<file path="config.mk">
export PLATFORM = sky130hd
export DESIGN_NAME = gyro_bias_calibrate_and_detect_unit
export DESIGN_NICKNAME = d
export VERILOG_FILES = /design/src/gbcd_pkg.sv /design/src/gyro_bias_calibrate_and_detect_unit.sv /design/src/gbcd_div.sv /design/src/gbcd_dpath.sv /design/src/gbcd_ctrl.sv
export SDC_FILE = /design/constraint.sdc
export NUM_CORES = 1
export LEC_CHECK = 0
export ABC_AREA = 1
export BUFFER_PORTS_ARGS = -buffer_cell sky130_fd_sc_hd__buf_2
export CORE_MARGIN = 3
export CORE_UTILIZATION = 57
export CTS_CLUSTER_SIZE = 16
export DETAILED_ROUTE_END_ITERATION = 10
export GPL_ROUTABILITY_DRIVEN = 0
export GPL_TIMING_DRIVEN = 0
export PLACE_DENSITY = 0.85
export SLEW_MARGIN = 20
export SYNTH_ARGS = -nofsm -noshare
export SYNTH_HDL_FRONTEND = slang
export SYNTH_SLANG_ARGS = --single-unit
export TNS_END_PERCENT = 1
</file>
<file path="constraint.sdc">
create_clock -name clock -period 4.85 [get_ports clock]
set_clock_uncertainty 0.05 [all_clocks]
set_input_delay 0.7275 -clock clock [delete_from_list [all_inputs] [get_ports clock]]
set_output_delay 0.7275 -clock clock [all_outputs]
set_load 0.02 [all_outputs]
</file>
<file path="src/gbcd_pkg.sv">
// Shared types, widths and register codes for the gyro bias calibration unit.
package gbcd_pkg;

   localparam int COUNT_WIDTH   = 16;
   localparam int RATE_WIDTH    = 24;
   localparam int SUM_WIDTH     = RATE_WIDTH + COUNT_WIDTH;
   localparam int TIME_WIDTH    = 32;
   localparam int THR_WIDTH     = 23;
   localparam int CSR_IDX_WIDTH = 1;
   localparam int CSR_DAT_WIDTH = 32;
   localparam int REQ_DAT_WIDTH = 56;
   localparam int RSP_DAT_WIDTH = 24;
   localparam int DIV_CNT_WIDTH = $clog2(SUM_WIDTH);

   localparam logic [DIV_CNT_WIDTH-1:0] DIV_LAST = DIV_CNT_WIDTH'(SUM_WIDTH - 1);

   localparam logic [CSR_IDX_WIDTH-1:0] CSR_CALIB_DURATION     = 1'b0;
   localparam logic [CSR_IDX_WIDTH-1:0] CSR_ROTATION_THRESHOLD = 1'b1;

   localparam logic [TIME_WIDTH-1:0] CALIB_DURATION_RESET     = 32'd5000000;
   localparam logic [THR_WIDTH-1:0]  ROTATION_THRESHOLD_RESET = 23'd13107;

   // controller to datapath
   typedef struct packed {
      logic take;       // item accepted this cycle
      logic accum;      // add item to the window sum
      logic div_start;  // launch the bias division
      logic emit;       // load the result register
      logic use_held;   // emit from the held item instead of the input
   } cmd_type;

   // datapath to controller
   typedef struct packed {
      logic in_window;  // item falls inside the averaging window
      logic out_free;   // result register can take a new item
      logic div_done;   // bias register loaded
   } status_type;

endpackage

</file>
<file path="src/gyro_bias_calibrate_and_detect_unit.sv">
// Top level of the gyro zero-rate bias calibration and rotation detection unit.
//
//   channel  direction  handshake              payload
//   req      in         req_tvalid/req_tready  tdata: timestamp_us[31:0], yaw_rate[55:32]
//   rsp      out        rsp_tvalid/rsp_tready  tdata: corrected_rate[23:0]; tuser: rotating
//   csr      in         csr_valid/csr_ready    csr_index, csr_data (0 duration, 1 threshold)
//
// An item inside the averaging window or after calibration is handled in the idle
// state. The item that closes the window goes through the 40-step shift-subtract
// bias divider, waits for its done flag and then loads the result register.
// Reset (synchronous, active high) clears sum, count, bias and flags and
// restores the register defaults. A stalled result holds in the output
// register; one more item is taken only once that register frees up.
module gyro_bias_calibrate_and_detect_unit (
   input  logic                                  clock,
   input  logic                                  reset,
   input  logic                                  req_tvalid,
   output logic                                  req_tready,
   input  logic [gbcd_pkg::REQ_DAT_WIDTH-1:0]    req_tdata,  // timestamp_us, yaw_rate
   output logic                                  rsp_tvalid,
   input  logic                                  rsp_tready,
   output logic [gbcd_pkg::RSP_DAT_WIDTH-1:0]    rsp_tdata,  // corrected_rate
   output logic                                  rsp_tuser,  // rotating
   input  logic                                  csr_valid,
   output logic                                  csr_ready,
   input  logic [gbcd_pkg::CSR_IDX_WIDTH-1:0]    csr_index,
   input  logic [gbcd_pkg::CSR_DAT_WIDTH-1:0]    csr_data
);
   import gbcd_pkg::*;

   cmd_type                      cmd;
   status_type                   status;
   logic signed [RATE_WIDTH-1:0] rsp_rate;

   // registers are always writable; writes must come only while idle, which the block does not enforce
   assign csr_ready = 1'b1;

   gbcd_ctrl u_ctrl (
      .clock     (clock),
      .reset     (reset),
      .req_valid (req_tvalid),
      .req_ready (req_tready),
      .status    (status),
      .cmd       (cmd)
   );

   gbcd_dpath u_dpath (
      .clock        (clock),
      .reset        (reset),
      .cmd          (cmd),
      .status       (status),
      .req_time     (req_tdata[TIME_WIDTH-1:0]),
      .req_rate     (req_tdata[TIME_WIDTH +: RATE_WIDTH]),
      .csr_write    (csr_valid && csr_ready),
      .csr_index    (csr_index),
      .csr_data     (csr_data),
      .rsp_valid    (rsp_tvalid),
      .rsp_taken    (rsp_tvalid && rsp_tready),
      .rsp_rate     (rsp_rate),
      .rsp_rotating (rsp_tuser)
   );

   assign rsp_tdata = rsp_rate;

endmodule

</file>
<file path="src/gbcd_div.sv">
// Shift-subtract signed-by-unsigned divider, one quotient bit per cycle.
module gbcd_div (
   input  logic                                 clock,
   input  logic                                 reset,
   input  logic                                 start,
   input  logic signed [gbcd_pkg::SUM_WIDTH-1:0]   dividend,
   input  logic        [gbcd_pkg::COUNT_WIDTH-1:0] divisor,
   output logic                                 done,
   output logic signed [gbcd_pkg::RATE_WIDTH-1:0]  quotient
);
   import gbcd_pkg::*;

   logic                     busy_ff, busy_in;
   logic                     done_ff, done_in;
   logic [DIV_CNT_WIDTH-1:0] cnt_ff, cnt_in;
   logic [COUNT_WIDTH:0]     rem_ff, rem_in;
   logic [SUM_WIDTH-1:0]     quo_ff, quo_in;
   logic [COUNT_WIDTH-1:0]   dvs_ff, dvs_in;
   logic                     neg_ff, neg_in;
   logic [COUNT_WIDTH:0]     rem_sh;
   logic                     fits;
   logic [RATE_WIDTH-1:0]    q_mag;

   always_comb begin
      busy_in = busy_ff;
      done_in = 1'b0;
      cnt_in  = cnt_ff;
      rem_in  = rem_ff;
      quo_in  = quo_ff;
      dvs_in  = dvs_ff;
      neg_in  = neg_ff;
      rem_sh  = {rem_ff[COUNT_WIDTH-1:0], quo_ff[SUM_WIDTH-1]};
      fits    = rem_sh >= {1'b0, dvs_ff};
      if (start) begin
         busy_in = 1'b1;
         cnt_in  = '0;
         rem_in  = '0;
         dvs_in  = divisor;
         neg_in  = dividend[SUM_WIDTH-1];
         quo_in  = dividend[SUM_WIDTH-1] ? SUM_WIDTH'(-dividend) : SUM_WIDTH'(dividend);
      end else if (busy_ff) begin
         rem_in = fits ? (rem_sh - {1'b0, dvs_ff}) : rem_sh;
         quo_in = {quo_ff[SUM_WIDTH-2:0], fits};
         cnt_in = cnt_ff + 1'b1;
         if (cnt_ff == DIV_LAST) begin
            busy_in = 1'b0;
            done_in = 1'b1;
         end
      end
   end

   always_ff @(posedge clock) begin
      if (reset) begin
         busy_ff <= 1'b0;
         done_ff <= 1'b0;
      end else begin
         busy_ff <= busy_in;
         done_ff <= done_in;
      end
      cnt_ff <= cnt_in;
      rem_ff <= rem_in;
      quo_ff <= quo_in;
      dvs_ff <= dvs_in;
      neg_ff <= neg_in;
   end

   // empty window gives a zero bias
   assign q_mag    = quo_ff[RATE_WIDTH-1:0];
   assign done     = done_ff;
   assign quotient = (dvs_ff == '0) ? '0 : (neg_ff ? -q_mag : q_mag);

endmodule

</file>
<file path="src/gbcd_dpath.sv">
// Datapath: window timing, rate sum and count, bias, correction and result register.
module gbcd_dpath (
   input  logic                                    clock,
   input  logic                                    reset,
   input  gbcd_pkg::cmd_type                       cmd,
   output gbcd_pkg::status_type                    status,
   input  logic [gbcd_pkg::TIME_WIDTH-1:0]         req_time,
   input  logic signed [gbcd_pkg::RATE_WIDTH-1:0]  req_rate,
   input  logic                                    csr_write,
   input  logic [gbcd_pkg::CSR_IDX_WIDTH-1:0]      csr_index,
   input  logic [gbcd_pkg::CSR_DAT_WIDTH-1:0]      csr_data,
   output logic                                    rsp_valid,
   input  logic                                    rsp_taken,
   output logic signed [gbcd_pkg::RATE_WIDTH-1:0]  rsp_rate,
   output logic                                    rsp_rotating
);
   import gbcd_pkg::*;

   logic [TIME_WIDTH-1:0]         dur_ff;
   logic [THR_WIDTH-1:0]          thr_ff;
   logic                          started_ff;
   logic [TIME_WIDTH-1:0]         start_ff;
   logic signed [SUM_WIDTH-1:0]   sum_ff;
   logic [COUNT_WIDTH-1:0]        count_ff;
   logic signed [RATE_WIDTH-1:0]  bias_ff;
   logic signed [RATE_WIDTH-1:0]  held_ff;
   logic                          valid_ff, valid_in;
   logic signed [RATE_WIDTH-1:0]  out_rate_ff;
   logic                          out_rot_ff;

   logic [TIME_WIDTH-1:0]         elapsed;
   logic signed [RATE_WIDTH-1:0]  src_rate;
   logic signed [RATE_WIDTH:0]    diff;
   logic signed [RATE_WIDTH-1:0]  corr;
   logic signed [RATE_WIDTH:0]    corr_x, thr_pos, thr_neg;
   logic                          rot;
   logic                          div_done;
   logic signed [RATE_WIDTH-1:0]  quotient;

   gbcd_div u_div (
      .clock    (clock),
      .reset    (reset),
      .start    (cmd.div_start),
      .dividend (sum_ff),
      .divisor  (count_ff),
      .done     (div_done),
      .quotient (quotient)
   );

   // first item starts the window at elapsed zero
   assign elapsed = started_ff ? (req_time - start_ff) : '0;

   always_comb begin
      src_rate = cmd.use_held ? held_ff : req_rate;
      diff     = {src_rate[RATE_WIDTH-1], src_rate} - {bias_ff[RATE_WIDTH-1], bias_ff};
      if (diff[RATE_WIDTH] != diff[RATE_WIDTH-1])
         corr = diff[RATE_WIDTH] ? {1'b1, {(RATE_WIDTH-1){1'b0}}}
                                 : {1'b0, {(RATE_WIDTH-1){1'b1}}};
      else
         corr = diff[RATE_WIDTH-1:0];
      corr_x  = {corr[RATE_WIDTH-1], corr};
      thr_pos = {2'b00, thr_ff};
      thr_neg = -thr_pos;
      rot     = (corr_x > thr_pos) || (corr_x < thr_neg);
   end

   always_comb begin
      valid_in = valid_ff;
      if (rsp_taken)
         valid_in = 1'b0;
      if (cmd.emit)
         valid_in = 1'b1;
   end

   always_ff @(posedge clock) begin
      if (reset) begin
         dur_ff     <= CALIB_DURATION_RESET;
         thr_ff     <= ROTATION_THRESHOLD_RESET;
         started_ff <= 1'b0;
         start_ff   <= '0;
         sum_ff     <= '0;
         count_ff   <= '0;
         bias_ff    <= '0;
         valid_ff   <= 1'b0;
      end else begin
         if (csr_write) begin
            unique case (csr_index)
               CSR_CALIB_DURATION:     dur_ff <= csr_data;
               CSR_ROTATION_THRESHOLD: thr_ff <= csr_data[THR_WIDTH-1:0];
               default: ;
            endcase
         end
         if (cmd.take && !started_ff) begin
            started_ff <= 1'b1;
            start_ff   <= req_time;
         end
         // hold sum and count once the count saturates
         if (cmd.accum && (count_ff != '1)) begin
            sum_ff   <= sum_ff + {{COUNT_WIDTH{req_rate[RATE_WIDTH-1]}}, req_rate};
            count_ff <= count_ff + 1'b1;
         end
         if (div_done)
            bias_ff <= quotient;
         valid_ff <= valid_in;
      end
      if (cmd.take)
         held_ff <= req_rate;
      if (cmd.emit) begin
         out_rate_ff <= corr;
         out_rot_ff  <= rot;
      end
   end

   assign status.in_window = elapsed < dur_ff;
   assign status.out_free  = !valid_ff || rsp_taken;
   assign status.div_done  = div_done;

   assign rsp_valid    = valid_ff;
   assign rsp_rate     = out_rate_ff;
   assign rsp_rotating = out_rot_ff;

endmodule

</file>
<file path="src/gbcd_ctrl.sv">
// Controller: accept items, steer window accumulation, the bias division and result loads.
module gbcd_ctrl (
   input  logic                 clock,
   input  logic                 reset,
   input  logic                 req_valid,
   output logic                 req_ready,
   input  gbcd_pkg::status_type status,
   output gbcd_pkg::cmd_type    cmd
);
   import gbcd_pkg::*;

   localparam logic [1:0] ST_IDLE = 2'd0;
   localparam logic [1:0] ST_DIV  = 2'd1;
   localparam logic [1:0] ST_EMIT = 2'd2;

   logic [1:0] state_ff, state_in;
   logic       calibrated_ff, calibrated_in;
   logic       take;

   assign req_ready = (state_ff == ST_IDLE) && status.out_free;
   assign take      = req_ready && req_valid;

   always_comb begin
      state_in      = state_ff;
      calibrated_in = calibrated_ff;
      cmd           = '0;
      cmd.take      = take;
      unique case (state_ff)
         ST_IDLE: begin
            if (take) begin
               if (calibrated_ff) begin
                  cmd.emit = 1'b1;
               end else if (status.in_window) begin
                  cmd.accum = 1'b1;
               end else begin
                  cmd.div_start = 1'b1;
                  state_in      = ST_DIV;
               end
            end
         end
         ST_DIV: begin
            if (status.div_done) begin
               calibrated_in = 1'b1;
               state_in      = ST_EMIT;
            end
         end
         ST_EMIT: begin
            cmd.use_held = 1'b1;
            if (status.out_free) begin
               cmd.emit = 1'b1;
               state_in = ST_IDLE;
            end
         end
         default: state_in = ST_IDLE;
      endcase
   end

   always_ff @(posedge clock) begin
      if (reset) begin
         state_ff      <= ST_IDLE;
         calibrated_ff <= 1'b0;
      end else begin
         state_ff      <= state_in;
         calibrated_ff <= calibrated_in;
      end
   end

endmodule

</file>
### Word level (Yosys, flattened, before mapping)

Cells that the tools add are included.

* $add $sub $neg: 9
* mux-type cells: 31
* reduce and logical (&&, ||, !) cells: 18
* bitwise gates (word level): 2
* equality and inequality tests: 10
* magnitude comparators: 4

Operators with widths (number)
* $mux 24: 5
* $mux 40: 3
* $add 40x40->40: 1
* $neg 40->40: 1
* $lt 32x32->1: 1
* $mux 32: 1
* $sub 32x32->32: 1
* $lt 24x25->1: 1
* $neg 23->25: 1
* $sub 24x24->25: 1
* $gt 24x24->1: 1
* $neg 24->24: 1
* $ge 17x16->1: 1
* $add 16x1->16 const B: 1
* $logic_not 16->1: 1
* $mux 16: 1
* $ne 16x16->1 const B: 1
* $sub 16x16->16: 1
* $mux 2: 7
* $mux 1: 11
* $add 6x1->6 const B: 1
* $eq 6x6->1 const B: 1
* $ne 2x1->1 const B: 3
* $pmux 2 s3: 1
* 15 further kinds: 26

* input bits: 94
* output and inout bits: 28
* logic and storage cells: 94
* bits in registers: 302

### Depth between registers and ports, before layout

Gate-level depths: netlist (run 1).

* depth in word-level cells: 8
* mapped depth: 34
* mapped depth without buffers: 31

### By module

Synthesis (run 1) repeated with hierarchy kept, for this count alone.

* cells, all modules: 3447
* area total of the unflattened synthesis: 23128.4 um^2

Modules (own cells, without submodules)
* gbcd_dpath: instances 1, sequential area each 4854.7 um^2, cells each 2486, area each 16716.0 um^2
* gbcd_div: instances 1, sequential area each 2192.1 um^2, cells each 931, area each 6208.5 um^2
* gbcd_ctrl: instances 1, sequential area each 60.1 um^2, cells each 26, area each 185.2 um^2
* gyro_bias_calibrate_and_detect_unit: instances 1, sequential area each 0.0 um^2, cells each 4, area each 18.8 um^2

### Least setup slack after synthesis (run 1)

Ideal clock, no wire load.

* kind: reg-to-reg
* start: register u_ctrl.state_ff[1]
* end: register u_dpath.out_rot_ff (netlist: u_dpath.rsp_rotating) (data pin)
* stages on the path, launching flop included: 33
* slack: 0.030 ns
* buffers on the path: 2
* data required time: 4.540 ns
* data arrival time: 4.510 ns
* clock period less this slack: 4.820 ns
* setup time: 0.260 ns
* cell sequence: dfxtp_1 inv_1 nor2_1 inv_1 o21ai_0 inv_1 fa_1 inv_1 nand3_1 nand2_1 a21oi_1 o21bai_1 nand3_1 nand3_1 nand2_1 and2_1 ha_1 clkbuf_1 inv_1 clkbuf_1 nand3_1 nand2_1 inv_1 ha_1 nand2_1 nor2_1 nand3_1 o2111ai_1 nand3_1 nand3_1 nand2_1 nand2_1 o21ai_0

* longest elaborated chain between the ends: 8
* elaborated cells between the ends (all ways): 10
* classes of those cells: add/sub (1); order compare (2); eq/ne (2); mux (4); reduce/logical (1)

RTL lines
* from (decl): line gbcd_ctrl.sv:16 `logic [1:0] state_ff, state_in;`
* from (signal assigned): line gbcd_ctrl.sv:63 `state_ff <= state_in;`
* $eq 2x2->1 (*): line gbcd_ctrl.sv:28 `unique case (state_ff)`
* $mux 1 (*): line gbcd_ctrl.sv:28
* $mux 24 (*): line gbcd_dpath.sv:54 `src_rate = cmd.use_held ? held_ff : req_rate;`
* $sub 24x24->25 (*): line gbcd_dpath.sv:55 `diff = {src_rate[RATE_WIDTH-1], src_rate} - {bias_ff[RATE_WIDTH-1], bias_ff};`
* $mux 24 or $ne 1x1->1 (tied branches): line gbcd_dpath.sv:57, gbcd_dpath.sv:56
* $mux 24 (*): line gbcd_dpath.sv:56 `if (diff[RATE_WIDTH] != diff[RATE_WIDTH-1])`
* via u_dpath.corr[8]: line gbcd_dpath.sv:34 `logic signed [RATE_WIDTH-1:0] corr;`
* $lt 24x25->1 or $gt 24x24->1 (tied branches): line gbcd_dpath.sv:64 `rot = (corr_x > thr_pos) || (corr_x < thr_neg);`
* $logic_or 1x1->1 (*): line gbcd_dpath.sv:64
* via u_dpath.rot: line gbcd_dpath.sv:36 `logic rot;`
* to (signal assigned): line gbcd_dpath.sv:110 `out_rot_ff <= rot;`
* to (decl): line gbcd_dpath.sv:29 `logic out_rot_ff;`

Mark *: on every way through the listed nets, which the timed path passes. The rest lies on a longest branch.
A chain may end at the register's enable or synchronous reset.

### Final worst setup path (run 1)

Same ends and word-level chain as after synthesis.

==> qor.yml, run 1 <==
cp.required_ns: 5.15
start_util_pct: 58.0
grt_pass1_wl_mm: 106
ys_top_cells_by_area: "dfxtp_1, edfxtp_1, nand2_1"
grt_max_degree: 35
relSlewSlack_pct: 29.9
drtAntennaViolNets: 0
clock_latency_ns: 0.60
yosysTopAreaCellShare_pct: 17.4
syn-num-nets: 3607
worst_pin_slew_ns: 1.05
total_power_mw: 10.9
critPathLaunchType: "flop"
drtIter0Drc: 2593
routed_via_density: 5.81
yosys.cell_count.top_type: "nand2_1"
fp.dieH_um: 205
die_w_um: 205
synth_top_family_by_area: "simple AND/OR/NAND/NOR gates"
synth-xor-area-share_pct: 4.34
sw_frac_of_total_pct: 42.5
p_seq_share_pct: 32.4
leakage_nw: 11.6
critPathKind: "flop to flop"
min-delay-start: "csr_data[6]"
crit_path_end_kind: "flop"
maxSlewViolCount: 0
startpoint: "u_ctrl.state_ff[1]"
antenna_found_initial: 5
seq_area_frac_synth_pct: 31.5
synth_cell_types: 47
synthesis.area_um2: 22600
cts-htree-levels: 1
cts_tree: "yes"
cts_buffer_depth: 3
overflow: 0
hold_path.class: "input port to flop"
cpPeakStageDelay_ns: 0.34
cts.sinks: 302
clkTransAtPathRegs_ns: 0.06
die_area_um2: 42000
slowest_stage: "dfxtp_2"
core-area_um2: 38900
cts_made_buffers: 31
rsz0062_at_grt: "yes"
synth_compound_area_share_pct: 16.7
power.share.clock_pct: 23.2
wl_per_cell_um: 16.9
critPathArrivalTime_ns: 4.97
num_vias: 23400
first_pass_iters: 8
synth-async-reset-ratio_pct: 0
dp_hpwl_mm: 52.9
final_util_pct: 65.5
grt_usage_pct: 30.9
row_count: 72
synth_area_leader_cell: "dfxtp_1"
layout-drive-gt1-share_pct: 8.99
yosysWarnings: 0
drt_wl_total_mm: 68.0
numPortBuffers: 119
setup_viol: 0
hold_violations: 0
p_comb_share_pct: 44.3
period_minus_slack_ns: 4.67
io_pins: 122
syn_inst: 3314
crit_top_cell: "nand2_1"
powerDensity_nw_per_um2: 427
ir_worst_vdd_uv: 353
synth_ff_type: "dfxtp_1"
post-place-cells: 3953
critical_path_peak_fanout: 10
status: "completed"
intPower_mw: 6.26
fmaxAchievable_mhz: 214
synth-seq-cells: 302
fin_crit_sh_pct: 96.3
grt_pass1_vias: 20900
synth_fa_ha_area_share_pct: 11.2
finalNonFillerCells: 4026
cts_root_buf: "clkbuf_16"
areaGrowthSynthToFinish_pct: 12.9
synth_edf_count: 106
nNetsFinal: 3771
avgSynthCellArea_um2: 6.81
r2r-start: "u_ctrl.state_ff[1]"
maxCapViolCount: 0
synth_common_cells: "nand2_1, inv_1, a21oi_1"
drcViolationCount: 0
synthSimpleGateAreaFrac_pct: 27.6
switchingPower_mw: 4.62
synth_mux_area_share_pct: 0.0443
==> routing by layer <==
metal,vias up,global-route usage (%),part of all wire (%)
li1,11400,-,-
met1,10600,44.1,42
met2,1257,48.2,43
met3,218,4.54,11
met4,0,9.84,3.7
met5,-,0,0
==> cells by family (layout without fill, tap and decap cells) <==
logic type               count (synthesis)  count (layout)
AO/OA/AOI/OAI                          699             699
XOR/XNOR                               112             112
adder cells (fa/ha/maj)                199             199
buffers and inverters                  508             697
flip-flops                             302             302
multiplexers                             1               1
other                                    1               6
AND/OR/NAND/NOR                       1492            1492
==> layout by cell type, fill, tap and decap left out, types with 6 or more instances in the layout <==
cell         n
a21oi_1    331
a31oi_1      6
xnor2_1     25
nor3_1      32
clkinv_2     8
o31ai_1      6
clkbuf_16   34
o21bai_1    19
nand2_2     11
nand4_1     62
nor4_1      16
o21ai_0    220
nor2_1     320
nand3b_1    18
nor2_2       9
buf_4       23
a21o_1       9
o21ai_1     29
ha_1       179
inv_2        9
or2_2       11
nand3_1    168
ha_4        12
o21a_1      14
xor2_1      87
a21oi_2     14
buf_2      125
inv_1      404
clkbuf_1    63
nand2_1    825
o211ai_1    23
edfxtp_1   106
dfxtp_1    194
==> what timing repair did <==
item,4_1_cts,5_1_grt
gates resized for setup,30,88
endpoints found under the setup margin,31,128
pin swaps,5,13
setup buffers,6,6
hold buffers,0,0
hold endpoints to repair,0,0
==> stage by stage <==
step	hold WS [ns]	setup TNS (ns)	worst slack, ns	cell area (µm²)
after CTS	0.302	-0.0545	-0.0545	25100
after detailed placement	0.389	-41.29	-1.24	23900
after floorplan	0.356	0	0.0300	22600
after global routing	0.332	-0.114	-0.0987	25500
final	0.324	0	0.179	25500
after global placement	0.388	-67.69	-1.24	23800
==> layout make-up <==
cell class | count | area [µm²]
Sequential cell | 302 | 7110
Antenna cell | 5 | 12.5
Fill cell | 3329 | 13400
Clock buffer | 38 | 886
Inverter | 418 | 1580
Buffer | 88 | 430
Tap cell | 518 | 648
Multi-Input combinational cell | 2504 | 13900
Timing Repair Buffer | 133 | 733
Clock inverter | 20 | 205
==> critical path, delay by kind of cell, from the launching register on <==
family | cells | cell delay, ns
buffers and inverters | 5 | 0.62
and+or+nand+nor | 13 | 1.38
DFF | 1 | 0.34
AOI/OAI and AO/OA | 7 | 1.07
adders and majority gates | 3 | 0.94
==> worst paths after layout <==
path | endpoint | slack [ns] | cells past startpoint
setup / recovery | u_dpath.rsp_rotating | 0.18 | 28
hold / removal | u_dpath.dur_ff[6] | 0.32 | 3
setup reg to reg | u_dpath.rsp_rotating | 0.18 | 28
hold reg to reg | u_dpath.start_ff[5] | 0.41 | 2
==> flip-flops by register name (all words and copies together) (netlist names) <==
signal / cells
u_dpath.rsp_rotating: 1
u_dpath.rsp_rate: 24
u_dpath.u_div.rem_ff: 16
u_dpath.bias_ff: 24
u_dpath.u_div.done: 1
u_dpath.u_div.quo_ff: 40
u_dpath.held_ff: 24
u_dpath.thr_ff: 23
u_dpath.u_div.neg_ff: 1
u_dpath.u_div.dvs_ff: 16
u_dpath.start_ff: 32
u_dpath.sum_ff: 40
u_dpath.rsp_valid: 1
u_ctrl.calibrated_ff: 1
u_ctrl.state_ff: 2
u_dpath.started_ff: 1
u_dpath.u_div.cnt_ff: 6
u_dpath.count_ff: 16
u_dpath.dur_ff: 32
u_dpath.u_div.busy_ff: 1
==> power by group through the flow <==
stage	Combinational, mW	Clock [mW]	Sequential [mW]
6_report	4.82	2.53	3.53
5_1_grt	5.39	2.64	3.56
4_1_cts	4.63	2.54	3.50
3_5_place_dp	4.56	0	3.55
3_3_place_gp	4.45	0	3.54
2_1_floorplan	3.46	0	3.42
(Power assumes the default switching activity.)
==> run 2: changes to the inputs <==
--- a/config.mk
+++ b/config.mk
@@ -5,15 +5,14 @@
 export SDC_FILE = /design/constraint.sdc
 export NUM_CORES = 1
 export LEC_CHECK = 0
-export ABC_AREA = 1
 export BUFFER_PORTS_ARGS = -buffer_cell sky130_fd_sc_hd__buf_2
 export CORE_MARGIN = 3
-export CORE_UTILIZATION = 57
+export CORE_UTILIZATION = 56
 export CTS_CLUSTER_SIZE = 16
 export DETAILED_ROUTE_END_ITERATION = 10
 export GPL_ROUTABILITY_DRIVEN = 0
 export GPL_TIMING_DRIVEN = 0
-export PLACE_DENSITY = 0.85
+export PLACE_DENSITY = 0.84
 export SLEW_MARGIN = 20
 export SYNTH_ARGS = -nofsm -noshare
 export SYNTH_HDL_FRONTEND = slang
==> qor.yml, run 2 <==
nNetsFinal: 2857  # -24%
grt_max_degree: 27  # -23%
seq_area_frac_synth_pct: 35.4  # +3.9 points
crit_path_end_kind: "flop"
drtAntennaViolNets: 0  # unchanged
setup_viol: 179  # +179
ir_worst_vdd_uv: 368  # +4.2%
ys_top_cells_by_area: "dfxtp_1, edfxtp_1, ha_1"
drtIter0Drc: 1535  # -41%
maxSlewViolCount: 0  # unchanged
cp.required_ns: 5.10  # -0.05 ns
critPathLaunchType: "flop"
dp_hpwl_mm: 42.0  # -21%
powerDensity_nw_per_um2: 457  # +7.1%
synth_cell_types: 68  # +45%
period_minus_slack_ns: 6.23  # +1.56 ns
yosysTopAreaCellShare_pct: 19.6  # +2.2 points
synth_ff_type: "dfxtp_1"
synth_area_leader_cell: "dfxtp_1"
areaGrowthSynthToFinish_pct: 17.1
drcViolationCount: 0  # unchanged
numPortBuffers: 119  # unchanged
final_cell_mix: "nand2_1, a21oi_1, dfxtp_1"
cts_root_buf: "clkbuf_16"
antenna_found_initial: 8  # +3
fin_ws_ns: -1.38  # -1.56 ns
leakage_nw: 9.63  # -17%
num_vias: 18700  # -20%
cts_buffer_depth: 3  # unchanged
rr_worst_depth: 24  # -14%
design_area_um2: 23500  # -7.8%
r2r_end: "u_dpath.rsp_rotating"
grt_pass1_wl_mm: 90.0  # -15%
cts_tree: "yes"
fmaxAchievable_mhz: 161  # -25%
synthesis.area_um2: 20100  # -11%
io_pins: 122  # unchanged
violations: "setup timing"
fp.dieH_um: 195  # -4.8%
die_w_um: 195  # -4.8%
critPathArrivalTime_ns: 6.48  # +1.51 ns
yosys.cell_count.top_type: "nand2_1"
synth-async-reset-ratio_pct: 0  # unchanged
dpl_cell_area_um2: 21300  # -11%
die_area_um2: 38100  # -9.3%
hold_path.class: "input port to flop"
ctsHoldBuffers: 0  # unchanged
syn-num-nets: 2671  # -26%
avgSynthCellArea_um2: 8.44  # +24%
layout-drive-gt1-share_pct: 13.5  # +4.5 points
grt_pass1_vias: 18200  # -13%
final_common_cell: "nand2_1"
clkTransAtPathRegs_ns: 0.06  # about the same
maxCapViolCount: 0  # unchanged
core-area_um2: 35000  # -10%
start_util_pct: 57.4  # -0.64 points
min-delay-start: "req_tdata[33]"
overflow: 0  # unchanged
cts.sinks: 302  # unchanged
cts-htree-levels: 2  # +1
hold_violations: 0  # unchanged
row_count: 68  # -5.6%
critical_path_peak_fanout: 10  # unchanged
drt_wl_total_mm: 57.9  # -15%
first_pass_iters: 6  # -2
routed_via_density: 6.15  # +5.8%
holdPathEnd: "u_dpath.held_ff[1]"
synth_edf_count: 106  # unchanged
syn_inst: 2378  # -28%
rsz0062_at_grt: "yes"
status: "finished with violations"
cts_made_buffers: 36  # +16%
synth-seq-cells: 302  # unchanged
grt_usage_pct: 28.5  # -2.3 points
relSlewSlack_pct: 25.7  # -4.2 points
hold_depth: 1  # -2
worst_pin_slew_ns: 1.11  # +0.0613 ns
rrSetupSlack_ns: -1.38  # -1.56 ns
fin_crit_sh_pct: 128  # +32 points
synth_common_cells: "nand2_1, a21oi_1, dfxtp_1"
total_power_mw: 10.7  # -1.3%
wl_per_cell_um: 19.0  # +12%
yosysWarnings: 0  # unchanged
clock_latency_ns: 0.56  # -0.04 ns
largestRegisters: "u_dpath.sum_ff (40), u_dpath.u_div.quo_ff (40)"
r2r-start: "u_ctrl.state_ff[0]"
critPathKind: "flop to flop"
-- run 2: changes by cell type after synthesis, moves of 109 or more --
cell     before  now
nand2_1     835  315
o21ai_0     228   99
inv_1       412  160
nand3_1     170   37
a21oi_1     347  238
nor2_1      325  195
-- run 2: area by class of cell --
type                       count  area, µm²
timing repair buffer         146        843
clock inverter                13        185
inverter                     163        612
tap                          455        569
antenna                        2       5.00
fill                        2635      11500
clock buffer                  53       1030
buffer                        95        589
multi-input combinational   1820      12600
sequential                   302       7110
-- run 2: cells by family after synthesis --
group	Yosys count	share of synthesized area [%]
simple gates	766	17.4
compound gates	635	20.0
flops	302	35.4
buf+inv	260	4.91
fa+ha+maj	199	12.6
xor+xnor	178	7.77
mux	37	2.00
other cells	1	0.0187
-- run 2: worst max-delay path, cell delays in order, from the launching register on --
cell and delay (ns):
dfxtp_2 0.36, nor2_4 0.22, buf_6 0.15, buf_4 0.11
mux2_2 0.37, ha_4 0.30, o21a_1 0.13, nor2_1 0.10
o311ai_4 0.32, a311oi_2 0.18, o31ai_2 0.36, nand3_1 0.14
a211o_1 0.38, xnor2_2 0.21, ha_4 0.25, buf_12 0.14
clkbuf_4 0.20, o21ai_0 0.51, ha_1 0.36, a21o_1 0.20
a221oi_2 0.26, o221ai_2 0.16, a21oi_2 0.16, o221ai_2 0.11
a31o_2 0.22
-- run 2: per-layer routing --
metal / vias to the layer above / share of wire [%] / global-route usage, %
li1: 8824 / - / -
met2: 877 / 47 / 48.8
met3: 228 / 8.5 / 5.50
met5: - / 0.14 / 0
met1: 8805 / 40 / 35.3
met4: 12 / 4.5 / 12.0
-- run 2: what timing repair did --
action	CTS	global route
endpoints found under the setup margin	202	197
gates cloned	5	0
setup buffers	18	6
pin swaps	33	29
resized for setup	113	76
-- run 2: power breakdown --
group          switching [mW]  internal (mW)  leakage, nW
Combinational            2.59           1.81         6.44
Sequential              0.388           3.15         2.60
Clock                    1.11           1.69        0.587
Total                    4.09           6.65         9.63
-- run 2: how the worst max path moves through the flow --
stage,cells past startpoint,from,to,slack (ns)
after floorplan,29,req_tdata[33],u_dpath.rsp_rotating,-1.01
after global placement,26,req_tdata[0],u_dpath.u_div.quo_ff[16],-2.28
after detailed placement,26,req_tdata[0],u_dpath.u_div.quo_ff[16],-2.34
after CTS,31,u_ctrl.state_ff[1],u_dpath.rsp_rotating,-1.24
after global routing,29,u_ctrl.state_ff[1],u_dpath.rsp_rotating,-1.56
final,24,u_ctrl.state_ff[0],u_dpath.rsp_rotating,-1.38
-- run 2: metrics by stage --
step	cells	worst slack, ns	TNS (ns)	hold WS (ns)	utilization (%)
after global routing	3049	-1.56	-129.34	0.319	67.2
after detailed placement	2955	-2.34	-388.40	0.369	60.9
after global placement	2952	-2.28	-372.03	0.361	60.8
after floorplan	2378	-1.01	-149.01	0.356	-
after CTS	3042	-1.24	-92.65	0.310	66.2
final	3049	-1.38	-99.01	0.333	67.2
